===== src/rtl/vsd_pkg.sv =====
// vsd_pkg: types and constants shared by the varint stream decoder files
// no dependencies
`default_nettype none

package vsd_pkg;

  localparam int unsigned ByteW  = 8;
  localparam int unsigned ValueW = 32;
  localparam int unsigned CountW = 4;

  // bit 7 of each byte says another byte follows
  localparam int unsigned ContBit = 7;

  localparam logic [CountW-1:0] FullBytes = 4'd4;
  localparam logic [CountW-1:0] TopByte   = 4'd5;
  localparam logic [CountW-1:0] MaxBytes  = 4'd10;

  typedef struct packed {
    logic [ByteW-1:0] data_byte;
    logic             last_in_buffer;
  } item_t;

  typedef struct packed {
    logic [ValueW-1:0] value;
    logic [CountW-1:0] byte_count;
    logic              error;
  } result_t;

endpackage

`default_nettype wire


===== src/rtl/vsd_if.sv =====
// vsd_in_if / vsd_out_if: valid-ready channels for raw bytes and decoded values
// no dependencies
`default_nettype none

interface vsd_in_if;
  logic       valid;
  logic       ready;
  logic [7:0] data_byte;
  logic       last_in_buffer;

  modport source(output valid, output data_byte, output last_in_buffer, input ready);
  modport sink(input valid, input data_byte, input last_in_buffer, output ready);
endinterface

interface vsd_out_if;
  logic        valid;
  logic        ready;
  logic [31:0] value;
  logic [3:0]  byte_count;
  logic        error;

  modport source(output valid, output value, output byte_count, output error, input ready);
  modport sink(input valid, input value, input byte_count, input error, output ready);
endinterface

`default_nettype wire


===== src/rtl/vsd_in_reg.sv =====
// vsd_in_reg: input register stage holding one byte for the decode logic
// depends on vsd_pkg
`default_nettype none

module vsd_in_reg (
  input  logic          clk,
  input  logic          rst_n,
  input  logic          in_valid,
  output logic          in_ready,
  input  vsd_pkg::item_t in_item,
  input  logic          advance,
  output logic          item_valid,
  output vsd_pkg::item_t item
);
  import vsd_pkg::*;

  logic  valid_r, valid_nxt;
  item_t item_r;

  // the stage frees up whenever its byte moves on in the same cycle
  assign in_ready = !valid_r || advance;

  always_comb begin
    valid_nxt = valid_r;
    if (in_ready) begin
      valid_nxt = in_valid;
    end
  end

  always_ff @(posedge clk) begin
    if (!rst_n) begin
      valid_r <= 1'b0;
    end else begin
      valid_r <= valid_nxt;
    end
  end

  always_ff @(posedge clk) begin
    if (in_ready && in_valid) begin
      item_r <= in_item;
    end
  end

  assign item_valid = valid_r;
  assign item       = item_r;

endmodule

`default_nettype wire


===== src/rtl/vsd_dec.sv =====
// vsd_dec: varint accumulator, byte counter and sticky error flag
// depends on vsd_pkg
`default_nettype none

module vsd_dec (
  input  logic             clk,
  input  logic             rst_n,
  input  logic             fire,
  input  vsd_pkg::item_t   item,
  output logic             emit,
  output vsd_pkg::result_t res
);
  import vsd_pkg::*;

  logic [ValueW-1:0] acc_r, acc_nxt;
  logic [CountW-1:0] seen_r, seen_nxt;
  logic              err_r, err_nxt;

  logic [ValueW-1:0] payload;
  logic [ValueW-1:0] acc_sum;
  logic [CountW-1:0] n;
  logic              cont;
  logic              hold;

  assign n    = seen_r + 4'd1;
  assign cont = item.data_byte[ContBit];

  // place the payload bits by byte position; past byte five nothing is kept
  always_comb begin
    payload = '0;
    unique case (seen_r)
      4'd0:    payload = {25'd0, item.data_byte[6:0]};
      4'd1:    payload = {18'd0, item.data_byte[6:0], 7'd0};
      4'd2:    payload = {11'd0, item.data_byte[6:0], 14'd0};
      4'd3:    payload = {4'd0, item.data_byte[6:0], 21'd0};
      4'd4:    payload = {item.data_byte[3:0], 28'd0};
      default: payload = '0;
    endcase
  end

  assign acc_sum = acc_r | payload;
  assign hold    = cont && (n < MaxBytes) && !item.last_in_buffer;
  assign emit    = fire && !err_r && !hold;

  always_comb begin
    acc_nxt  = acc_r;
    seen_nxt = seen_r;
    err_nxt  = err_r;
    if (fire && !err_r) begin
      if (hold) begin
        acc_nxt  = acc_sum;
        seen_nxt = n;
      end else begin
        acc_nxt  = '0;
        seen_nxt = '0;
        err_nxt  = cont;
      end
    end
  end

  always_ff @(posedge clk) begin
    if (!rst_n) begin
      acc_r  <= '0;
      seen_r <= '0;
      err_r  <= 1'b0;
    end else begin
      acc_r  <= acc_nxt;
      seen_r <= seen_nxt;
      err_r  <= err_nxt;
    end
  end

  assign res.value      = acc_sum;
  assign res.byte_count = n;
  assign res.error      = cont;

endmodule

`default_nettype wire


===== src/rtl/vsd_out_reg.sv =====
// vsd_out_reg: result register on the output channel
// depends on vsd_pkg
`default_nettype none

module vsd_out_reg (
  input  logic             clk,
  input  logic             rst_n,
  input  logic             load,
  input  vsd_pkg::result_t res_in,
  input  logic             out_ready,
  output logic             out_valid,
  output vsd_pkg::result_t res_out,
  output logic             can_load
);
  import vsd_pkg::*;

  logic    valid_r, valid_nxt;
  result_t res_r;

  assign can_load = !valid_r || out_ready;

  always_comb begin
    valid_nxt = valid_r;
    if (can_load) begin
      valid_nxt = load;
    end
  end

  always_ff @(posedge clk) begin
    if (!rst_n) begin
      valid_r <= 1'b0;
    end else begin
      valid_r <= valid_nxt;
    end
  end

  always_ff @(posedge clk) begin
    if (can_load && load) begin
      res_r <= res_in;
    end
  end

  assign out_valid = valid_r;
  assign res_out   = res_r;

endmodule

`default_nettype wire


===== src/rtl/varint_stream_decoder.sv =====
// varint_stream_decoder: base-128 varint bytes in, 32-bit values out
// depends on vsd_pkg, vsd_if, vsd_in_reg, vsd_dec, vsd_out_reg
//
//   channel   dir   payload                          transaction
//   in_ch     in    data_byte[8], last_in_buffer     one raw byte
//   out_ch    out   value[32], byte_count[4], error  one decoded varint
//
// one byte per cycle sustained while out_ch accepts; after its final byte is taken,
// a result passes through the input register and then the result register
// the decode step between them is a shift-or into the accumulator
// synchronous active-low reset clears the accumulator, byte count and error flag
// a stalled out_ch holds the result register, which in turn holds the input stage
`default_nettype none

module varint_stream_decoder (
  input  logic      clk,
  input  logic      rst_n,
  vsd_in_if.sink    in_ch,
  vsd_out_if.source out_ch
);
  import vsd_pkg::*;

  item_t   in_item;
  item_t   stage_item;
  logic    stage_valid;
  logic    advance;
  logic    emit;
  result_t dec_res;
  result_t out_res;

  assign in_item.data_byte      = in_ch.data_byte;
  assign in_item.last_in_buffer = in_ch.last_in_buffer;

  vsd_in_reg u_in_reg (
    .clk        (clk),
    .rst_n      (rst_n),
    .in_valid   (in_ch.valid),
    .in_ready   (in_ch.ready),
    .in_item    (in_item),
    .advance    (advance),
    .item_valid (stage_valid),
    .item       (stage_item)
  );

  logic can_load;

  assign advance = stage_valid && can_load;

  vsd_dec u_dec (
    .clk   (clk),
    .rst_n (rst_n),
    .fire  (advance),
    .item  (stage_item),
    .emit  (emit),
    .res   (dec_res)
  );

  vsd_out_reg u_out_reg (
    .clk       (clk),
    .rst_n     (rst_n),
    .load      (emit),
    .res_in    (dec_res),
    .out_ready (out_ch.ready),
    .out_valid (out_ch.valid),
    .res_out   (out_res),
    .can_load  (can_load)
  );

  assign out_ch.value      = out_res.value;
  assign out_ch.byte_count = out_res.byte_count;
  assign out_ch.error      = out_res.error;

endmodule

`default_nettype wire


===== src/flat_wrapper.sv =====
// flat-port wrapper written by rule: the top's interface ports become plain ports
module varint_stream_decoder_flat import vsd_pkg::*;
  (clk, rst_n, in_ch_valid, in_ch_data_byte, in_ch_last_in_buffer, in_ch_ready, out_ch_valid, out_ch_value, out_ch_byte_count, out_ch_error, out_ch_ready);
  vsd_in_if in_ch_i ();
  vsd_out_if out_ch_i ();
  input  logic clk;
  input  logic rst_n;
  input wire logic [$bits(in_ch_i.valid)-1:0] in_ch_valid;
  input wire logic [$bits(in_ch_i.data_byte)-1:0] in_ch_data_byte;
  input wire logic [$bits(in_ch_i.last_in_buffer)-1:0] in_ch_last_in_buffer;
  output wire logic [$bits(in_ch_i.ready)-1:0] in_ch_ready;
  output wire logic [$bits(out_ch_i.valid)-1:0] out_ch_valid;
  output wire logic [$bits(out_ch_i.value)-1:0] out_ch_value;
  output wire logic [$bits(out_ch_i.byte_count)-1:0] out_ch_byte_count;
  output wire logic [$bits(out_ch_i.error)-1:0] out_ch_error;
  input wire logic [$bits(out_ch_i.ready)-1:0] out_ch_ready;
  assign in_ch_i.valid = in_ch_valid;
  assign in_ch_i.data_byte = in_ch_data_byte;
  assign in_ch_i.last_in_buffer = in_ch_last_in_buffer;
  assign in_ch_ready = in_ch_i.ready;
  assign out_ch_valid = out_ch_i.valid;
  assign out_ch_value = out_ch_i.value;
  assign out_ch_byte_count = out_ch_i.byte_count;
  assign out_ch_error = out_ch_i.error;
  assign out_ch_i.ready = out_ch_ready;
  varint_stream_decoder u_core (.clk(clk), .rst_n(rst_n), .in_ch(in_ch_i), .out_ch(out_ch_i));
endmodule

===== config.mk =====
export PLATFORM = sky130hd
export DESIGN_NAME = varint_stream_decoder_flat
export DESIGN_NICKNAME = d
export VERILOG_FILES = /design/src/rtl/vsd_pkg.sv /design/src/rtl/vsd_if.sv /design/src/rtl/vsd_in_reg.sv /design/src/rtl/vsd_dec.sv /design/src/rtl/vsd_out_reg.sv /design/src/rtl/varint_stream_decoder.sv /design/src/flat_wrapper.sv
export SDC_FILE = /design/constraint.sdc
export NUM_CORES = 1
export LEC_CHECK = 0
export BUFFER_PORTS_ARGS = -buffer_cell sky130_fd_sc_hd__buf_2
export CAP_MARGIN = 20
export CORE_ASPECT_RATIO = 0.9
export CORE_MARGIN = 2
export CORE_UTILIZATION = 50
export DETAILED_ROUTE_END_ITERATION = 10
export GPL_ROUTABILITY_DRIVEN = 0
export HOLD_SLACK_MARGIN = 0.1
export PLACE_DENSITY = 0.82
export SYNTH_ARGS = -nofsm -noshare
export SYNTH_HDL_FRONTEND = slang
export SYNTH_SLANG_ARGS = --single-unit

===== constraint.sdc =====
create_clock -name clk -period 3.44 [get_ports clk]
set_clock_uncertainty 0.2 [all_clocks]
set_input_delay 0.688 -clock clk [delete_from_list [all_inputs] [get_ports clk]]
set_output_delay 0.688 -clock clk [all_outputs]
set_load 0.02 [all_outputs]

==> results summary <==
Summed over all cells, the static leakage comes to 1.658 nW. The count of warnings emitted by yosys came out at 0. The number of instances resized during post-cts repair came out at 0. Relative to the synthesized area, the layout overhead comes to 16.57%. The combinational family with the most area after synthesis is compound AO/OA/AOI/OAI gates. The worst register-to-register path has a depth of 4. The post-layout worst setup margin came out at 1.100 ns. The maximum ir drop on the vdd rail came out at 246.6 uV. The final wirelength is 6147 um. The antenna diode instance count is 0. The xor and xnor area share after synthesis came out at less than 1%. The post-route fraction of the period consumed by the critical path came out at 68.03%. The switching power of the nets is roughly 0.43 mW. The clock passes through at most 2 buffers. The number of nets with antenna violations after detailed routing is 0. Measured against its own limit, the worst slew margin works out to 52.73%.

The clock sink count came out at 85. In the global route stage, overall resource usage came out at 18.62%. The multiplexer share of the synthesized area came out at 0%. The worst hold margin is ~0.27 ns. The worst setup path is captured at a register. In this run, placement finished with an instance count of 375. The most frequently used flop master after synthesis is edfxtp_1. The initial standard-cell utilization of the core is 52.48%. The routed length per instance came out at 15.72 um.

Setup repair after global routing left no endpoint under its margin. The fraction of the yosys area taken by sequential cells came out at between 60% and 70%. The slack of the worst reg-to-reg path is 1.10 ns. The signal on the critical path passes through nand3_1 > xor2_1 > a211oi_4 > buf_12. The internal power summed over all cells came out at 1.542 mW. The max-slew violation count came out at 0. The number of design-rule violations left by the first detailed-router iteration came out at between 150 and 200. For this run, design rule violations remaining after detail routing come to 0. The startpoint identified for the worst hold timing path is u_core.u_dec.err_r. On the critical path, the stage with the largest delay is an instance of dfxtp_1. The synthesized netlist net count came out at 264.

The number of distinct library cells after synthesis is 36. The async set-reset flop share out of synthesis came out at 0%. The hold buffer count at cts is 0. In this run the post-CTS setup repair buffer count came out at 0.

In the post-synthesis netlist, the cell with the most instances is edfxtp_1. The mean post-synth cell area came out at between 10 and 15 um2. The area enclosed by the die boundary came out at 7187 um2.

The clock share of power came out at 37.3%. The floorplan die width is between 80 and 90 um. The routed layout has between 2k and 2.5k vias. The setup total negative slack came out at 0 ns. The number of antenna violations at the first check in global routing came out at 0. The number of instances on the worst hold path is 1.

In this run the critical register-to-register path is captured at u_core.u_out_reg.res_out[5]. The post-detailed-placement half-perimeter wirelength came out at 4093 um. The number of max-cap violations is 0. The highest fanout seen on the critical path came out at 53.

Sorting the synthesized cells by how often they occur yields edfxtp_1, dfxtp_1, a21o_1, o211ai_1, nor2_1. The combinational group share of total power came out at roughly 6.1%. The critical path data arrival time came out at 2.17 ns. 52 I/O pins were placed. In this run the worst hold path is classified as reg2reg. The global-route wire length before repair came out at ~9800 um. The synthesized netlist devotes 18.30% of its cell area to compound gates. The top cell family by delay on the critical path is flip-flops. The proportion of power drawn by flip-flops and latches came out at a little under three fifths. The startpoint of the worst setup timing path is u_core.u_dec.seen_r[2]. The total clock buffers created by CTS is 9. The worst endpoint required time came out at 3.27 ns. The adder and majority gate portion of the synthesized area came out at 1.534%. The number of I/O port buffers came out at 51. Summed over all layers, the global routing overflow is 0. In this run the power density over the cells is between 500 and 600 nW/um2. The transition time at the pin with the least slew margin is just over 0.7 ns. The number of detailed-routing iterations run before antenna repair is 4. The sum of buffers and inverters on the critical path is 1.

The minimum clock period after layout came out at 2.340 ns. The top cell type by area accounts for 42.35% of the synthesized area. After floorplanning, the core was sized to cover 6216 um2.

The post-route netlist has between 20 and 30% of its cells at a drive strength greater than 1. The post-detailed-route via-to-cell ratio is 5.463. Sorting the synthesized cells by area gives the leading types as edfxtp_1, dfxtp_1, a21o_1. Net switching is 21.99% of the power. The flip-flop and latch count after synthesis is 85. The run finished with clean final reports.

The clock root buffer is clkbuf_8. Measured along the y axis, the die boundary spans 80.63 um. The clock transition at the registers of the reported paths is approximately 0.08 ns. The worst setup path is launched from a register. The dominant cell type by area after synthesis is edfxtp_1. The number of nets in the layout is 316. The post-synth design cell area came out at 3262 um2. The startpoint of the lowest-slack register-to-register path is u_core.u_dec.seen_r[2]. Based on the critical path, the design can be clocked at up to roughly 430 MHz. The number of hold violations in the final report is 0. Yosys mapped a number of flops with a built-in enable equal to 46. The worst stage delay on the critical path came out at 0.64 ns. The via count of the first global-routing pass came out at 2026. The final cell count without fillers is 391.

The path with the worst hold slack has its endpoint at u_core.u_dec.err_r. TritonCTS built the clock tree. The final setup violation count came out at 0. The H-tree depth reported by CTS is 3. The later-pin clock latency in the skew report is between 0.3 and 0.4 ns. The maximum number of pins on one net before global-route repair came out at 54.

The site row count came out at 27. The area fraction in and, or, nand and nor cells after synthesis came out at 10.36%. After technology mapping, the gate count stands at 247.

The post-placement worst setup slack is 1.098 ns. The type of the worst setup path is reg2reg.
area by class of cell:
| cell class | count | area [um2] |
|---|---|---|
| multi-input cells | 143 | 1005 |
| well taps | 87 | 108.9 |
| flip-flops and latches | 85 | 2162 |
| clock buffers | 9 | 123.9 |
| fillers | 510 | 2414 |
| repair buffers | 54 | 290.3 |
| inverters | 6 | 22.52 |
| clock inverters | 7 | 90.09 |
layout by cell type (no fill, tap or decap), types with 2 or more instances in the layout:
master	n
nor3b_2	4
nor2_1	22
nor2b_1	2
clkbuf_8	9
buf_2	51
a21boi_0	2
o21a_1	3
clkinvlp_4	2
buf_4	2
nand3_1	2
nand2_1	4
clkinv_2	3
a21o_1	32
dfxtp_1	39
bufinv_16	2
ha_1	4
nor2_2	11
nor4_1	2
inv_1	6
edfxtp_1	46
o211ai_1	32
nand4_1	2
o21ai_0	2
and4_1	2
nand2b_1	3
power groups by stage:
stage               Sequential [mW]  Clock, mW  Combinational [mW]
CTS                            1.12      0.754               0.120
global route                   1.12      0.794               0.131
finish                         1.12      0.738               0.120
floorplan                      1.16          0              0.0584
detailed placement             1.14          0               0.120
global placement               1.14          0               0.119
sequential cells by signal, summed over array words and instances (netlist names):
register	cells
u_core.u_dec.err_r	1
u_core.u_in_reg.item_valid	1
u_core.u_dec.acc_r	32
u_core.u_in_reg.item	9
u_core.u_out_reg.res_out	37
u_core.u_dec.seen_r	4
u_core.u_out_reg.out_valid	1
cell families after synthesis:
kind of cell,count (synthesis)
flops,85
buf+inv,19
fa+ha+maj,4
simple gates,59
compound gates,78
xor+xnor,2
worst max path at each step:
| stage | endpoint | slack, ns | cells after the start |
|---|---|---|---|
| floorplan | u_core.u_out_reg.res_out[0] | 1.15 | 5 |
| finish | u_core.u_out_reg.res_out[5] | 1.10 | 4 |
| global placement | u_core.u_out_reg.res_out[5] | 1.12 | 5 |
| detailed placement | u_core.u_out_reg.res_out[36] | 1.10 | 5 |
| CTS | u_core.u_out_reg.res_out[11] | 1.16 | 4 |
| global route | u_core.u_out_reg.res_out[5] | 0.99 | 4 |
metal layers:
metal / share of wire, % / track usage, % / vias up
li1: - / - / 1024
met1: 44 / 25.27 / 1026
met2: 48 / 28.74 / 77
met3: 5.5 / 3.597 / 9
met4: 1.7 / 8.657 / 0
met5: 0 / 0 / -
per-stage QoR:
step,area (um2),total power [mW],util (%)
after floorplan,3262,1.219,-
after global placement,3588,1.261,57.73
after detailed placement,3588,1.263,57.73
after CTS,3802,1.993,61.17
after global routing,3802,2.048,61.17
final,3802,1.977,61.17
No activity file was read; power rests on OpenSTA's default activity.
